===== config.mk =====
export PLATFORM = sky130hd
export DESIGN_NAME = pid_filtered_derivative_lpf_core
export DESIGN_NICKNAME = d
export VERILOG_FILES = /design/src/rtl/pfd_pkg.sv /design/src/rtl/pfd_useq.sv /design/src/rtl/pfd_dpath.sv /design/src/rtl/pid_filtered_derivative_lpf_core.sv
export VERILOG_INCLUDE_DIRS = /design/src /design/src/rtl
export SDC_FILE = /design/constraint.sdc
export NUM_CORES = 2
export LEC_CHECK = 0
export BUFFER_PORTS_ARGS = -buffer_cell sky130_fd_sc_hd__buf_4
export CAP_MARGIN = 30
export CORE_MARGIN = 2
export CORE_UTILIZATION = 60
export DETAILED_ROUTE_END_ITERATION = 16
export HOLD_SLACK_MARGIN = 0.02
export PLACE_DENSITY_LB_ADDON = 0.15
export SLEW_MARGIN = 5
export SYNTH_ARGS = -nofsm -noshare
export SYNTH_HDL_FRONTEND = slang
export SYNTH_SLANG_ARGS = --single-unit

===== constraint.sdc =====
create_clock -name clock -period 12.7 [get_ports clock]
set_clock_uncertainty 0.15 [all_clocks]
set_input_delay 0.635 -clock clock [delete_from_list [all_inputs] [get_ports clock]]
set_output_delay 0.635 -clock clock [all_outputs]
set_load 0.02 [all_outputs]

===== src/rtl/pid_filtered_derivative_lpf_core_defines.svh =====
// ---------------------------------------------------------------------------
// PID core assertion macros
// Concurrent assertion wrappers, compiled out for synthesis.
// ---------------------------------------------------------------------------
`ifndef PID_FILTERED_DERIVATIVE_LPF_CORE_DEFINES_SVH
`define PID_FILTERED_DERIVATIVE_LPF_CORE_DEFINES_SVH

`ifndef SYNTHESIS
// same-cycle implication
`define PFD_ASSERT_SAME(label, clk, rst, ante, cons) \
   label: assert property (@(posedge clk) disable iff (rst) (ante) |-> (cons)) \
      else $error("assertion failed: same-cycle check");
// next-cycle implication
`define PFD_ASSERT_NEXT(label, clk, rst, ante, cons) \
   label: assert property (@(posedge clk) disable iff (rst) (ante) |=> (cons)) \
      else $error("assertion failed: next-cycle check");
`else
`define PFD_ASSERT_SAME(label, clk, rst, ante, cons)
`define PFD_ASSERT_NEXT(label, clk, rst, ante, cons)
`endif

`endif


===== src/rtl/pfd_pkg.sv =====
// ---------------------------------------------------------------------------
// PID core package
// Types, codes, filter coefficients and the microcode program.
// ---------------------------------------------------------------------------
`default_nettype none

package pfd_pkg;

   localparam int DATA_WIDTH_DEF = 32;
   localparam int ACC_W          = 44;  // holds any shifted product or sum
   localparam int MUL_W          = 33;  // signed multiplier operand width
   localparam int PROD_W         = 2 * MUL_W;
   localparam int STEP_W         = 4;

   localparam logic OP_STEP  = 1'b0;
   localparam logic OP_CLEAR = 1'b1;

   typedef enum logic [2:0] {
      CSR_PROP_GAIN,
      CSR_INTEG_GAIN,
      CSR_DERIV_POLE,
      CSR_DERIV_GAIN,
      CSR_OUT_OFFSET,
      CSR_INTEGRAL_LIMIT,
      CSR_OUTPUT_LIMIT,
      CSR_FILTER_MODE
   } csr_index_type;

   typedef struct packed {
      logic [31:0] prop_gain;
      logic [31:0] integ_gain;
      logic [23:0] deriv_pole;
      logic [31:0] deriv_gain;
      logic [31:0] out_offset;
      logic [30:0] integral_limit;
      logic [30:0] output_limit;
      logic [2:0]  filter_mode;
   } cfg_type;

   typedef logic [STEP_W-1:0] step_type;

   typedef enum logic [2:0] {
      A_PROP, A_INTEG, A_POLE, A_DGAIN, A_COEFA, A_COEFB
   } a_sel_type;

   typedef enum logic [2:0] {
      B_ERR, B_ESUM, B_EDIF, B_DACC, B_FILT, B_RSUM
   } b_sel_type;

   typedef enum logic [1:0] {
      OPND_NONE, OPND_INTEG, OPND_DERIV, OPND_OFFSET
   } opnd_type;

   typedef enum logic [2:0] {
      WB_NONE, WB_INTEG, WB_DERIV, WB_RAW, WB_FILT, WB_PASS, WB_CLEAR
   } wb_type;

   typedef enum logic [1:0] {
      BR_NEXT, BR_SKIP, BR_DONE
   } br_type;

   typedef struct packed {
      a_sel_type a_sel;
      b_sel_type b_sel;
      logic      sh30;      // shift product by 30, else by 24
      logic      acc_keep;  // accumulate onto acc, else start from zero
      logic      use_prod;  // add registered product
      opnd_type  opnd;
      wb_type    wb;
      br_type    br;
      step_type  target;
   } cw_type;

   typedef struct packed {
      cw_type cw;
      logic   fire;   // done step completes, result goes to the output reg
   } seq_ctl_type;

   localparam step_type STEP_FIRST = 4'd0;
   localparam step_type STEP_PASS  = 4'd11;
   localparam step_type STEP_CLEAR = 4'd12;

   function automatic cw_type make_cw(
      input a_sel_type a, input b_sel_type b, input logic sh30,
      input logic keep, input logic prod, input opnd_type opnd,
      input wb_type wb, input br_type br, input step_type target);
      cw_type w;
      w.a_sel    = a;
      w.b_sel    = b;
      w.sh30     = sh30;
      w.acc_keep = keep;
      w.use_prod = prod;
      w.opnd     = opnd;
      w.wb       = wb;
      w.br       = br;
      w.target   = target;
      return w;
   endfunction

   // idle and held done steps leave acc untouched
   localparam cw_type CW_NOP = '{A_PROP, B_ERR, 1'b0, 1'b1, 1'b0, OPND_NONE,
                                 WB_NONE, BR_DONE, STEP_FIRST};

   // Microcode. Products land in prod the step after issue, sums in acc the
   // step after they are formed; write-backs read acc.
   function automatic cw_type ucode_rom(input step_type step);
      cw_type w;
      unique case (step)
         // integral increment
         4'd0:  w = make_cw(A_INTEG, B_ESUM, 1'b0, 1'b0, 1'b0, OPND_NONE,
                            WB_NONE, BR_NEXT, STEP_FIRST);
         // pole * deriv; acc = integral + increment
         4'd1:  w = make_cw(A_POLE, B_DACC, 1'b0, 1'b0, 1'b1, OPND_INTEG,
                            WB_NONE, BR_NEXT, STEP_FIRST);
         // deriv gain * error difference; integral write-back
         4'd2:  w = make_cw(A_DGAIN, B_EDIF, 1'b0, 1'b0, 1'b1, OPND_NONE,
                            WB_INTEG, BR_NEXT, STEP_FIRST);
         // proportional term
         4'd3:  w = make_cw(A_PROP, B_ERR, 1'b0, 1'b1, 1'b1, OPND_NONE,
                            WB_NONE, BR_NEXT, STEP_FIRST);
         // deriv write-back; acc = P + integral
         4'd4:  w = make_cw(A_PROP, B_ERR, 1'b0, 1'b0, 1'b1, OPND_INTEG,
                            WB_DERIV, BR_NEXT, STEP_FIRST);
         4'd5:  w = make_cw(A_PROP, B_ERR, 1'b0, 1'b1, 1'b0, OPND_DERIV,
                            WB_NONE, BR_NEXT, STEP_FIRST);
         4'd6:  w = make_cw(A_PROP, B_ERR, 1'b0, 1'b1, 1'b0, OPND_OFFSET,
                            WB_NONE, BR_NEXT, STEP_FIRST);
         // raw write-back; filter feedback product; skip filter if off
         4'd7:  w = make_cw(A_COEFA, B_FILT, 1'b1, 1'b0, 1'b0, OPND_NONE,
                            WB_RAW, BR_SKIP, STEP_PASS);
         4'd8:  w = make_cw(A_COEFB, B_RSUM, 1'b1, 1'b0, 1'b1, OPND_NONE,
                            WB_NONE, BR_NEXT, STEP_FIRST);
         4'd9:  w = make_cw(A_PROP, B_ERR, 1'b0, 1'b1, 1'b1, OPND_NONE,
                            WB_NONE, BR_NEXT, STEP_FIRST);
         4'd10: w = make_cw(A_PROP, B_ERR, 1'b0, 1'b0, 1'b0, OPND_NONE,
                            WB_FILT, BR_DONE, STEP_FIRST);
         4'd11: w = make_cw(A_PROP, B_ERR, 1'b0, 1'b0, 1'b0, OPND_NONE,
                            WB_PASS, BR_DONE, STEP_FIRST);
         4'd12: w = make_cw(A_PROP, B_ERR, 1'b0, 1'b0, 1'b0, OPND_NONE,
                            WB_CLEAR, BR_DONE, STEP_FIRST);
         default: w = CW_NOP;
      endcase
      return w;
   endfunction

   function automatic logic filter_on(input logic [2:0] mode);
      return (mode >= 3'd1) && (mode <= 3'd4);
   endfunction

   // Q2.30 low-pass coefficients
   function automatic logic signed [MUL_W-1:0] coef_a(input logic [2:0] mode);
      logic signed [MUL_W-1:0] c;
      unique case (mode)
         3'd1:    c = 33'sd1053690652;
         3'd2:    c = 33'sd1066346181;
         3'd3:    c = 33'sd1068358128;
         3'd4:    c = 33'sd1070373852;
         default: c = '0;
      endcase
      return c;
   endfunction

   function automatic logic signed [MUL_W-1:0] coef_b(input logic [2:0] mode);
      logic signed [MUL_W-1:0] c;
      unique case (mode)
         3'd1:    c = 33'sd10025586;
         3'd2:    c = 33'sd3697821;
         3'd3:    c = 33'sd2691848;
         3'd4:    c = 33'sd1683986;
         default: c = '0;
      endcase
      return c;
   endfunction

endpackage

`default_nettype wire


===== src/rtl/pfd_useq.sv =====
// ---------------------------------------------------------------------------
// PID core microsequencer
// Step counter over the microcode ROM with skip and done branches.
// ---------------------------------------------------------------------------
`default_nettype none

module pfd_useq (
   input  wire logic                clock,
   input  wire logic                reset,
   input  wire logic                start,
   input  wire logic                op,
   input  wire logic                filt_on,
   input  wire logic                out_full,
   output logic                     busy,
   output pfd_pkg::seq_ctl_type     ctl
);

   logic               busy_ff, busy_in;
   pfd_pkg::step_type  step_ff, step_in;
   pfd_pkg::cw_type    cw_rom;
   logic               at_done;

   assign cw_rom  = pfd_pkg::ucode_rom(step_ff);
   assign at_done = busy_ff && (cw_rom.br == pfd_pkg::BR_DONE);

   // next state
   always_comb begin
      busy_in = busy_ff;
      step_in = step_ff;
      if (!busy_ff) begin
         if (start) begin
            busy_in = 1'b1;
            step_in = (op == pfd_pkg::OP_CLEAR) ? pfd_pkg::STEP_CLEAR
                                                : pfd_pkg::STEP_FIRST;
         end
      end else begin
         unique case (cw_rom.br)
            pfd_pkg::BR_NEXT: step_in = step_ff + 4'd1;
            pfd_pkg::BR_SKIP: step_in = filt_on ? step_ff + 4'd1 : cw_rom.target;
            pfd_pkg::BR_DONE: begin
               if (!out_full) begin
                  busy_in = 1'b0;
               end
            end
            default: busy_in = 1'b0;
         endcase
      end
   end

   // outputs: hold the datapath while the done step waits on the output reg
   always_comb begin
      ctl.fire = at_done && !out_full;
      if (busy_ff && !(at_done && out_full)) begin
         ctl.cw = cw_rom;
      end else begin
         ctl.cw = pfd_pkg::CW_NOP;
      end
   end

   assign busy = busy_ff;

   always_ff @(posedge clock) begin
      if (reset) begin
         busy_ff <= 1'b0;
         step_ff <= pfd_pkg::STEP_FIRST;
      end else begin
         busy_ff <= busy_in;
         step_ff <= step_in;
      end
   end

endmodule

`default_nettype wire


===== src/rtl/pfd_dpath.sv =====
// ---------------------------------------------------------------------------
// PID core datapath
// Shared 33x33 multiplier, accumulator, clamps and the state words.
// ---------------------------------------------------------------------------
`default_nettype none

module pfd_dpath #(
   parameter int DATA_WIDTH = pfd_pkg::DATA_WIDTH_DEF
) (
   input  wire logic             clock,
   input  wire logic             reset,
   input  wire logic             start,
   input  wire logic [31:0]      error_sample,
   input  pfd_pkg::cfg_type      cfg,
   input  pfd_pkg::cw_type       cw,
   output logic [31:0]           filt_next,
   output logic [31:0]           perr_next
);

   localparam int SW = (DATA_WIDTH < 32) ? DATA_WIDTH : 32;  // state word width
   localparam int AW = pfd_pkg::ACC_W;
   localparam int MW = pfd_pkg::MUL_W;
   localparam int PW = pfd_pkg::PROD_W;

   localparam logic signed [AW-1:0] W_MAX = {{(AW-SW+1){1'b0}}, {(SW-1){1'b1}}};
   localparam logic signed [AW-1:0] W_MIN = {{(AW-SW+1){1'b1}}, {(SW-1){1'b0}}};

   function automatic logic signed [SW-1:0] sat_w(input logic signed [AW-1:0] x);
      logic signed [SW-1:0] y;
      if (x > W_MAX) begin
         y = W_MAX[SW-1:0];
      end else if (x < W_MIN) begin
         y = W_MIN[SW-1:0];
      end else begin
         y = x[SW-1:0];
      end
      return y;
   endfunction

   function automatic logic signed [SW-1:0] clamp_sat(input logic signed [AW-1:0] x,
                                                     input logic [30:0] lim);
      logic signed [AW-1:0] lp;
      logic signed [AW-1:0] ln;
      logic signed [AW-1:0] y;
      lp = {{(AW-31){1'b0}}, lim};
      ln = -lp;
      if (x > lp) begin
         y = lp;
      end else if (x < ln) begin
         y = ln;
      end else begin
         y = x;
      end
      return sat_w(y);
   endfunction

   function automatic logic signed [MW-1:0] sx_m(input logic signed [SW-1:0] x);
      return {{(MW-SW){x[SW-1]}}, x};
   endfunction

   function automatic logic signed [AW-1:0] sx_a(input logic signed [SW-1:0] x);
      return {{(AW-SW){x[SW-1]}}, x};
   endfunction

   logic signed [SW-1:0] e_ff;
   logic signed [SW-1:0] integ_ff, integ_in;
   logic signed [SW-1:0] deriv_ff, deriv_in;
   logic signed [SW-1:0] perr_ff, perr_in;
   logic signed [SW-1:0] praw_ff, praw_in;
   logic signed [SW-1:0] filt_ff, filt_in;
   logic signed [SW-1:0] raw_ff, raw_in;
   logic signed [AW-1:0] acc_ff, acc_in;
   logic signed [AW-1:0] prod_ff, prod_in;

   logic signed [MW-1:0] mul_a, mul_b;
   logic signed [PW-1:0] prod_full;
   logic signed [PW-1:0] prod_sh;
   logic signed [AW-1:0] opnd_val;
   logic signed [AW-1:0] e_wide;

   // operand select
   always_comb begin
      unique case (cw.a_sel)
         pfd_pkg::A_PROP:  mul_a = {cfg.prop_gain[31], cfg.prop_gain};
         pfd_pkg::A_INTEG: mul_a = {cfg.integ_gain[31], cfg.integ_gain};
         pfd_pkg::A_POLE:  mul_a = {{(MW-24){1'b0}}, cfg.deriv_pole};
         pfd_pkg::A_DGAIN: mul_a = {cfg.deriv_gain[31], cfg.deriv_gain};
         pfd_pkg::A_COEFA: mul_a = pfd_pkg::coef_a(cfg.filter_mode);
         pfd_pkg::A_COEFB: mul_a = pfd_pkg::coef_b(cfg.filter_mode);
         default:          mul_a = '0;
      endcase
      unique case (cw.b_sel)
         pfd_pkg::B_ERR:  mul_b = sx_m(e_ff);
         pfd_pkg::B_ESUM: mul_b = sx_m(e_ff) + sx_m(perr_ff);
         pfd_pkg::B_EDIF: mul_b = sx_m(e_ff) - sx_m(perr_ff);
         pfd_pkg::B_DACC: mul_b = sx_m(deriv_ff);
         pfd_pkg::B_FILT: mul_b = sx_m(filt_ff);
         pfd_pkg::B_RSUM: mul_b = sx_m(praw_ff) + sx_m(raw_ff);
         default:         mul_b = '0;
      endcase
   end

   // floor shift; the result always fits the accumulator width
   assign prod_full = mul_a * mul_b;
   assign prod_sh   = cw.sh30 ? (prod_full >>> 30) : (prod_full >>> 24);
   assign prod_in   = prod_sh[AW-1:0];

   always_comb begin
      unique case (cw.opnd)
         pfd_pkg::OPND_NONE:   opnd_val = '0;
         pfd_pkg::OPND_INTEG:  opnd_val = sx_a(integ_ff);
         pfd_pkg::OPND_DERIV:  opnd_val = sx_a(deriv_ff);
         pfd_pkg::OPND_OFFSET: opnd_val = {{(AW-32){cfg.out_offset[31]}}, cfg.out_offset};
         default:              opnd_val = '0;
      endcase
   end

   assign acc_in = (cw.acc_keep ? acc_ff : '0) + (cw.use_prod ? prod_ff : '0) + opnd_val;

   // state write-back
   always_comb begin
      integ_in = integ_ff;
      deriv_in = deriv_ff;
      perr_in  = perr_ff;
      praw_in  = praw_ff;
      filt_in  = filt_ff;
      raw_in   = raw_ff;
      unique case (cw.wb)
         pfd_pkg::WB_NONE:  ;
         pfd_pkg::WB_INTEG: integ_in = clamp_sat(acc_ff, cfg.integral_limit);
         pfd_pkg::WB_DERIV: deriv_in = sat_w(acc_ff);
         pfd_pkg::WB_RAW: begin
            raw_in  = clamp_sat(acc_ff, cfg.output_limit);
            perr_in = e_ff;
         end
         pfd_pkg::WB_FILT: begin
            filt_in = sat_w(acc_ff);
            praw_in = raw_ff;
         end
         pfd_pkg::WB_PASS: begin
            filt_in = raw_ff;
            praw_in = raw_ff;
         end
         pfd_pkg::WB_CLEAR: begin
            integ_in = '0;
            deriv_in = '0;
            perr_in  = '0;
            praw_in  = '0;
            filt_in  = '0;
         end
         default: ;
      endcase
   end

   assign e_wide    = {{(AW-32){error_sample[31]}}, error_sample};
   assign filt_next = {{(32-SW){filt_in[SW-1]}}, filt_in};
   assign perr_next = {{(32-SW){perr_in[SW-1]}}, perr_in};

   always_ff @(posedge clock) begin
      if (reset) begin
         integ_ff <= '0;
         deriv_ff <= '0;
         perr_ff  <= '0;
         praw_ff  <= '0;
         filt_ff  <= '0;
      end else begin
         integ_ff <= integ_in;
         deriv_ff <= deriv_in;
         perr_ff  <= perr_in;
         praw_ff  <= praw_in;
         filt_ff  <= filt_in;
      end
   end

   always_ff @(posedge clock) begin
      if (start) begin
         e_ff <= sat_w(e_wide);
      end
      raw_ff  <= raw_in;
      acc_ff  <= acc_in;
      prod_ff <= prod_in;
   end

endmodule

`default_nettype wire


===== src/rtl/pid_filtered_derivative_lpf_core.sv =====
// Requests are taken only while idle. A step runs microcode steps 0 to 10
// with the low-pass on, or 0 to 7 and the pass step with it off; a clear runs
// only the clear step. One item at a time on the one shared 33x33 multiplier.
// A result waiting in the output register holds the done step until taken.
// Synchronous active-high reset clears the integral, derivative, error and
// filter state, the CSRs and the sequencer; no clearing pass is needed.
// ---------------------------------------------------------------------------
// PID core with filtered derivative and output low-pass
// Top level: CSR bank, stream handshakes, sequencer and datapath.
// ---------------------------------------------------------------------------
`default_nettype none

`include "pid_filtered_derivative_lpf_core_defines.svh"

module pid_filtered_derivative_lpf_core #(
   parameter int DATA_WIDTH = pfd_pkg::DATA_WIDTH_DEF  // saturation width, max 32
) (
   input  wire logic        clock,
   input  wire logic        reset,
   // request stream
   input  wire logic        req_tvalid,
   output logic             req_tready,
   input  wire logic [31:0] req_tdata,    // [31:0] error_sample
   input  wire logic        req_tuser,    // [0] op: 0 step, 1 clear state
   // response stream
   output logic             rsp_tvalid,
   input  wire logic        rsp_tready,
   output logic [63:0]      rsp_tdata,    // [31:0] filtered_out, [63:32] last_error
   // register write channel
   input  wire logic        csr_valid,
   output logic             csr_ready,
   input  wire logic [2:0]  csr_addr,
   input  wire logic [31:0] csr_wdata
);

   pfd_pkg::cfg_type      cfg_ff, cfg_in;
   pfd_pkg::seq_ctl_type  seq_ctl;
   logic                  busy;
   logic                  start;
   logic                  out_full;
   logic                  rsp_tvalid_ff, rsp_tvalid_in;
   logic [63:0]           rsp_tdata_ff;
   logic [31:0]           filt_next, perr_next;

   // CSR writes are always taken; software writes only while idle
   assign csr_ready = 1'b1;

   always_comb begin
      cfg_in = cfg_ff;
      if (csr_valid) begin
         unique case (pfd_pkg::csr_index_type'(csr_addr))
            pfd_pkg::CSR_PROP_GAIN:      cfg_in.prop_gain      = csr_wdata;
            pfd_pkg::CSR_INTEG_GAIN:     cfg_in.integ_gain     = csr_wdata;
            pfd_pkg::CSR_DERIV_POLE:     cfg_in.deriv_pole     = csr_wdata[23:0];
            pfd_pkg::CSR_DERIV_GAIN:     cfg_in.deriv_gain     = csr_wdata;
            pfd_pkg::CSR_OUT_OFFSET:     cfg_in.out_offset     = csr_wdata;
            pfd_pkg::CSR_INTEGRAL_LIMIT: cfg_in.integral_limit = csr_wdata[30:0];
            pfd_pkg::CSR_OUTPUT_LIMIT:   cfg_in.output_limit   = csr_wdata[30:0];
            pfd_pkg::CSR_FILTER_MODE:    cfg_in.filter_mode    = csr_wdata[2:0];
            default: ;
         endcase
      end
   end

   always_ff @(posedge clock) begin
      if (reset) begin
         cfg_ff <= '0;
      end else begin
         cfg_ff <= cfg_in;
      end
   end

   // input side: a transaction is taken only while the sequencer is idle
   assign req_tready = !busy;
   assign start      = req_tvalid && !busy;

   // output register still holding an untaken result
   assign out_full = rsp_tvalid_ff && !rsp_tready;

   pfd_useq u_useq (
      .clock    (clock),
      .reset    (reset),
      .start    (start),
      .op       (req_tuser),
      .filt_on  (pfd_pkg::filter_on(cfg_ff.filter_mode)),
      .out_full (out_full),
      .busy     (busy),
      .ctl      (seq_ctl)
   );

   pfd_dpath #(
      .DATA_WIDTH (DATA_WIDTH)
   ) u_dpath (
      .clock        (clock),
      .reset        (reset),
      .start        (start),
      .error_sample (req_tdata),
      .cfg          (cfg_ff),
      .cw           (seq_ctl.cw),
      .filt_next    (filt_next),
      .perr_next    (perr_next)
   );

   // result register: loaded on the done step, decouples from the consumer
   assign rsp_tvalid_in = seq_ctl.fire || out_full;

   always_ff @(posedge clock) begin
      if (reset) begin
         rsp_tvalid_ff <= 1'b0;
      end else begin
         rsp_tvalid_ff <= rsp_tvalid_in;
      end
   end

   always_ff @(posedge clock) begin
      if (seq_ctl.fire) begin
         rsp_tdata_ff <= {perr_next, filt_next};
      end
   end

   assign rsp_tvalid = rsp_tvalid_ff;
   assign rsp_tdata  = rsp_tdata_ff;

   // an accepted request closes the input in the next cycle
   `PFD_ASSERT_NEXT(a_accept_closes, clock, reset, req_tvalid && req_tready, !req_tready)
   // a finished step always shows up on the response port
   `PFD_ASSERT_NEXT(a_fire_shows, clock, reset, seq_ctl.fire, rsp_tvalid)
   // the done step never fires while a result is still pending, and only while busy
   `PFD_ASSERT_SAME(a_fire_no_clobber, clock, reset, seq_ctl.fire, !out_full && !req_tready)

endmodule

`default_nettype wire

# Yosys cells after proc, flatten, opt, wreduce, memory -nomap -nowiden
# Memories as Yosys holds them, arrays and structs flattened. A register that Yosys moved wholly into a read port is not among the register bits.
# Cells that the tools add are included.
[op_classes] multipliers=1 order_cmp=14 n_eq_ne=33 n_addsub=8 n_mux=37 n_reduce_logical=32
[ops] cell="$pmux W33 S6" count=2
[ops] cell="$mux W44" count=8
[ops] cell="$pmux W32 S2" count=4
[ops] cell="$mux W32" count=6
[ops] cell="$pmux W44 S4" count=1
[ops] cell="$gt A44 B32 Y1 const B" count=3
[ops] cell="$lt A44 B32 Y1 const B" count=3
[ops] cell="$pmux W30 S4" count=1
[ops] cell="$pmux W24 S4" count=1
[ops] cell="$pmux W32 S3" count=1
[ops] cell="$add A44 B44 Y44" count=2
[ops] cell="$gt A44 B32 Y1" count=2
[ops] cell="$lt A44 B44 Y1" count=2
[ops] cell="$neg A31 Y44" count=2
[ops] cell="$add A32 B32 Y33" count=2
[ops] cell="$mul A33 B33 Y66" count=1
[ops] cell="$mux W41" count=1
[ops] cell="$eq A3 B3 Y1 const B" count=12
[ops] cell="$sub A32 B32 Y33" count=1
[ops] cell="$gt A32 B32 Y1 const B" count=1
[ops] cell="$lt A32 B32 Y1 const B" count=1
[ops] cell="$eq A3 B2 Y1 const B" count=10
[ops] cell="$mux W4" count=6
[ops] cell="$mux W20" count=1
[ops] cell="other kinds (18)" count=51
[word_totals] n_memories=1 reg_bits=597 romBits=304 inputBits=73 wordCells=147 out_inout_bits=67
[mem_list] name="(name not given)" words=16 word_bits=19 read_ports=1 rd_clocked_by_memory_dff=1 write_ports=0 line_no="pfd_pkg.sv:108" text="unique case (step)"

# Depth between registers and ports, before layout
[logic_depth] ltp_word=12 ltp_mapped=48 depth_no_buf=44

# Hierarchy
# Synthesis repeated with hierarchy kept, for this count alone.
[unflattened] cells_unflattened=8423 area_unflattened_um2=75892.8
[modules_own_cells] module="pfd_dpath" instances=1 cells_per_inst=7481 area_per_inst_um2=64400.5
[modules_own_cells] module="pid_filtered_derivative_lpf_core" instances=1 cells_per_inst=826 area_per_inst_um2=10495.1
[modules_own_cells] module="pfd_useq" instances=1 cells_per_inst=116 area_per_inst_um2=997.2

# Worst setup path after synthesis
# OpenSTA, ideal clock, no wires.
[synth_path] kind="input to register" start="in rsp_tready" end="reg u_dpath.prod_ff[33]" setup_ps=121 t_arrival_ps=11913 slack_ps=516 cell_stages=44 required_time_ps=12429 n_path_buf=4 path_cell_list="nor4bb_1 > nor3_1 > and2_0 > clkbuf_1 > nand2b_1 > clkbuf_1 > o31ai_1 > xor2_1 > ha_1 > a21o_1 > a21oi_1 > o21ai_0 > or4_1 > o211ai_1 > nand2_1 > o21a_1 > a31oi_1 > xnor2_1 > [8 not listed] > fa_1 > inv_1 > fa_1 > fa_1 > inv_1 > ha_1 > clkbuf_1 > a21o_1 > a21o_1 > a211oi_1 > o21ai_0 > a31oi_1 > a21oi_1 > a311oi_1 > o21ai_1 > a211o_1 > xor2_1 > mux2_2"
[synth_via] elab_chain_len=10 word_cells_on_any_way=22 classes_between="mul: 1; eq/ne: 10; mux: 4; reduce/logical: 7"
[synth_lines] item="start: declaration" line_no="pid_filtered_derivative_lpf_core.sv:27" text="input wire logic rsp_tready,"
[synth_lines] item="$logic_not A1 Y1 (*)" line_no="pid_filtered_derivative_lpf_core.sv:78" text="assign out_full = rsp_tvalid_ff && !rsp_tready;"
[synth_lines] item="$logic_and A1 B1 Y1 (*)" line_no="pid_filtered_derivative_lpf_core.sv:78"
[synth_lines] item="$logic_and A1 B1 Y1 (*)" line_no="pfd_useq.sv:53" text="if (busy_ff && !(at_done && out_full)) begin"
[synth_lines] item="$logic_not A1 Y1 (*)" line_no="pfd_useq.sv:53"
[synth_lines] item="$logic_and A1 B1 Y1 (*)" line_no="pfd_useq.sv:53"
[synth_lines] item="$mux W20 (*)" line_no="pfd_useq.sv:53"
[synth_lines] item="$eq A3 B3 Y1 (tied with other cells)" line_no="pfd_dpath.sv:83" text="unique case (cw.a_sel)"
[synth_lines] item="$pmux W33 S6, on equally long branches" line_no="pfd_dpath.sv:83, pfd_dpath.sv:92"
[synth_lines] item="$mul A33 B33 Y66" line_no="pfd_dpath.sv:104" text="assign prod_full = mul_a * mul_b;"
[synth_lines] item="$mux W41 (*)" line_no="pfd_dpath.sv:105" text="assign prod_sh = cw.sh30 ? (prod_full >>> 30) : (prod_full >>> 24);"
[synth_lines] item="named net u_dpath.prod_sh[33]" line_no="pfd_dpath.sv:77" text="logic signed [PW-1:0] prod_sh;"
[synth_lines] item="end signal: assignment" line_no="pfd_dpath.sv:181" text="prod_ff <= prod_in;"
[synth_lines] item="end: declaration" line_no="pfd_dpath.sv:73" text="logic signed [AW-1:0] prod_ff, prod_in;"
# The timed path passes the listed nets; every way through them passes the cells marked *.
# A chain may end at the register's enable or synchronous reset.

# Final worst setup path
[layout_path] start="reg u_dpath.perr_ff[6]" end="reg u_dpath.prod_ff[33]"
[layout_via] elab_chain_len=4 word_cells_on_any_way=5 classes_between="add/sub: 2; mul: 1; mux: 2"
[layout_lines] item="start: declaration" line_no="pfd_dpath.sv:68" text="logic signed [SW-1:0] perr_ff, perr_in;"
[layout_lines] item="start signal: assignment" line_no="pfd_dpath.sv:169" text="perr_ff <= perr_in;"
[layout_lines] item="$sub A32 B32 Y33 / $add A32 B32 Y33 (equally long branches)" line_no="pfd_dpath.sv:95, pfd_dpath.sv:94"
[layout_lines] item="$pmux W33 S6 (*)" line_no="pfd_dpath.sv:92" text="unique case (cw.b_sel)"
[layout_lines] item="$mul A33 B33 Y66 (*)" line_no="pfd_dpath.sv:104"
[layout_lines] item="$mux W41 (*)" line_no="pfd_dpath.sv:105"
[layout_lines] item="named net u_dpath.prod_sh[33]" line_no="pfd_dpath.sv:77"
# Marked as above.

==> impl.org <==
** Detailed routing
- Number of remaining DRC errors :: 0
- After detailed routing, the total wire length is 258500 um.
- Total iterations of the first detailed-routing run :: 8
- Routed len/inst :: 25.05 um
- Vias per std cell :: 6.147
- The count of nets left with antenna violations once routing finished came out at 0.
- The first routing iteration left 7262 violations.
- The routed layout has 63420 vias.

** GRT
- Global routing usage on met3 :: 0.08957
- Initial antenna violation count :: 14
- met2 is the most crowded layer.
- For met1 alone, demand over resource in global routing was 0.5547.
- Global-route wire length before repair :: 391000 um
- The number of global-route vias before repair is 63570.
- Entering global routing, the biggest net connects 181 pins.
- For this run the aggregate overflow at the end of global routing stands at 0.
- For met2 alone, demand over resource in global routing was 0.6251.
- Global-route usage over all layers :: 0.4082

** Die
- The die covers 0.1271 mm2.
- Initial standard-cell utilization of the core :: 0.6038
- Height of the die :: 356.5 um
- In this run the horizontal extent of the chip is 356.5 um.
- The floorplan step defined a core boundary enclosing 0.1235 mm2.
- 140 I/O pins were placed.
- Rows :: 129

** Clock network
- Number of clock sinks seen by CTS :: 610
- In this run the clock root is driven by a clkbuf_16.
- H-tree level count :: 2
- No sink is reached through more buffers than the 3 on the longest clock path.
- The later pin in the worst-skew pair is clocked with a latency of 660 ps.
- The number of clock buffers added by TritonCTS is 59.
- TritonCTS built the clock tree.
- Clock-pin transition on the worst setup and hold timing paths :: 70 ps

** Logic synthesis
- Synthesis produced a netlist with a net count of 10300.
- Most frequent cells after synthesis :: nand2_1 (1625), inv_1 (1306), fa_1 (1168)
- Warnings from Yosys :: 0
- Cell area after synthesis :: 0.07455 mm2
- Most numerous cell in the Yosys netlist :: nand2_1
- After synthesis, the share of flip-flops with an asynchronous set or reset is 0.
- Cell accounting for the most synthesized area :: fa_1
- Syn_area_per_cell :: 8.684 um2
- Sequential cell area fraction in the yosys report :: 0.1810
- Counting every instance in the synthesized netlist gives 8585.
- Yosys mapped the design onto 83 distinct sky130hd cell types.
- Commonest register cell after synthesis :: dfxtp_1
- The share of synthesized area in the top cell type comes to 0.3136.
- EDFF count, synth :: 128
- By area the synthesized netlist is led by fa_1 (31%), dfxtp_1 (13%), nand2_1 (8.2%), ha_1 (8.0%), inv_1 (6.6%).
- Synthesis inferred 610 register bits.

** Worst hold path
- Hold Startpoint :: csr_wdata[31]
- For hold timing, the worst endpoint is cfg_ff[128]$_SDFFE_PP0P_.
- The tightest min-delay check is of the in -> reg type.
- The worst hold path was traced through 3 stages.

** Timing
- The number of hold violations in the final report was 0.
- Setup repair after global routing could not meet its margin everywhere.
- Based on the critical path, the design can be clocked at up to 81.18 MHz.
- Period Utilization, post-route :: 0.9699
- For the pin with the worst max-slew slack, the measured transition is 1267 ps.
- The clock period could shrink to 12320 ps.
- Final-report setup violation count :: 0
- Measured against its own limit, the worst slew margin works out to 0.1550.
- The final-report max-slew violation count is 0.

** Critical path
- STA classifies the critical path startpoint as a register.
- For this run, the slowest stage of the critical path takes 580 ps.
- Counting stages on the worst path, the most repeated cell is fa_1.
- Worst setup EP type :: register
- Worst R2R End :: u_dpath.prod_ff[33]$_DFF_P_
- R2R Path Start :: u_dpath.perr_ff[6]$_SDFF_PP0_
- FF-to-FF path depth :: 40
- Along the worst path, the maximum fanout reaches 20.
- Critical path class :: reg -> reg
- Data required time at the worst endpoint :: 13080 ps
- Worst-path cell with the longest stage delay :: fa_1
- WP data arrival :: 12700 ps
- In this run the worst setup path begins at u_dpath.perr_ff[6]$_SDFF_PP0_.
- In this run the register-to-register setup slack is 380 ps.

** Power and ir drop
- The analysis attributes to cell leakage a power of 38.73 nW.
- IR drop worst, VDD :: 0.2940 mV
- Power Total :: 12.01 mW
- Cell Pwr Density :: 148.3 mW/mm2

** Run status
- The run finished with clean final reports.

** Placement
- Dpl hpwl :: 204600 um
- The congestion estimate from routability-driven global placement came to 1.032.
- In this run the tool buffered the top-level ports with 138 buffer cells.
- Including well taps, the total number of placed cells is 10160.

** Cells and area
- Non-filler cells, final :: 10320
- Of the cells placed in the final design, the portion with a size suffix greater than 1 is 0.08395.
- Nets :: 10340
- Final core utilization :: 0.6560
- Compared with the post-synthesis result, the final layout area differs by 8.642%.

** Flow run
- The tool flagged a number of max-cap violations equal to 0.
==> through the flow <==
step | worst slack, ps | cell area, um2 | hold WS (ps) | TNS (ps)
after floorplan | 516.5 | 74550 | 271.1 | 0
after global placement | 217.2 | 78390 | 287.8 | 0
after detailed placement | 85.02 | 78480 | 296.4 | 0
after CTS | 274.5 | 80820 | 131.5 | 0
after global routing | -30.89 | 80970 | 154.3 | -30.89
final | 382.3 | 80990 | 149.3 | 0
==> power breakdown <==
group	internal [mW]	total, mW	switching, mW
sequential	2.21	2.49	0.289
combinational	2.90	7.63	4.73
clock	1.04	1.88	0.841
total	6.15	12.0	5.86
==> what timing repair did <==
action	CTS	global route
endpoints found under the setup margin	0	22
hold buffers	32	0
resized for setup	0	25
endpoints found under the hold margin	32	0
setup buffers	0	1
==> cell usage in the layout, fill, tap and decap left out, types with 20 or more instances in the layout <==
cell type      netlist  layout
nor4_1              35      34
mux2_2              76      76
xor2_1              78      78
a22o_1              96      96
nand2_1           1625    1625
nand2b_1            61      60
a211oi_1            24      22
a22oi_1             88      88
o31ai_1             33      32
buf_4                1     426
clkbuf_16            0      59
and3_1              33      31
o21bai_1            27      25
o211ai_1            45      45
nand4_1             74      74
ha_1               474     474
fa_1              1168    1168
nor2b_1            106     103
xnor2_1            152     152
a31oi_1             59      57
a21o_1             196     195
or2_2               20      20
nand3_1             92      88
dfxtp_1            482     481
mux2i_1             48      48
a222oi_1            35      35
or3_1               27      27
a21oi_1            519     514
and2_1             134     134
o21ai_0            142     138
o21a_1              30      30
nor2_1             339     329
dlygate4sd3_1        0      32
nor3_1              82      76
edfxtp_1           128     128
inv_1             1306    1306
==> registers in the layout, summed over array words and instances, names as in the netlist, 32 cells and up <==
name,cells
u_dpath.filt_ff,32
u_dpath.deriv_ff,32
u_dpath.raw_ff,32
u_dpath.acc_ff,44
u_dpath.praw_ff,32
u_dpath.perr_ff,32
u_dpath.prod_ff,42
u_dpath.e_ff,32
rsp_tdata,64
u_dpath.integ_ff,32
cfg_ff,217
==> per-layer routing <==
| metal | share of wire | up-vias |
|---|---|---|
| li1 | - | 27700 |
| met1 | 0.40 | 31720 |
| met2 | 0.44 | 3288 |
| met3 | 0.10 | 703 |
| met4 | 0.057 | 10 |
| met5 | 0.00028 | - |
==> worst max-delay path, delay by kind of cell (launching register included) <==
family,cells,cell delay [ps]
compound gates,14,3360
xor+xnor,3,500
fa+ha+maj,10,4750
buf+inv,6,1060
flops,1,370
mux,1,270
simple gates,6,1760
==> final cells by class <==
type                            count  area, um2
Tap cell                         1637       2048
Clock buffer                       76       1650
Clock inverter                     36      372.9
Multi-Input combinational cell   6159      54570
Timing Repair Buffer              483       3933
Inverter                         1308       4910
Sequential cell                   610      13490
Antenna cell                        8      20.02
Fill cell                       10380      42480
==> cell families after synthesis <==
family | share of synthesized area
buf+inv | 0.09169
fa+ha+maj | 0.3932
mux | 0.01792
compound gates | 0.1294
flops | 0.1810
xor+xnor | 0.02702
simple gates | 0.1597
other cells | 0.00005030
==> worst max-delay path by stage <==
| stage | depth (start not counted) | end |
|---|---|---|
| 2_1_floorplan | 44 | u_dpath.prod_ff[33]$_DFF_P_ |
| 5_1_grt | 45 | u_dpath.prod_ff[33]$_DFF_P_ |
| 4_1_cts | 44 | u_dpath.prod_ff[33]$_DFF_P_ |
| 3_3_place_gp | 44 | u_dpath.prod_ff[33]$_DFF_P_ |
| 6_report | 40 | u_dpath.prod_ff[33]$_DFF_P_ |
| 3_5_place_dp | 46 | u_dpath.prod_ff[33]$_DFF_P_ |
No activity file was read; power rests on OpenSTA's default activity.
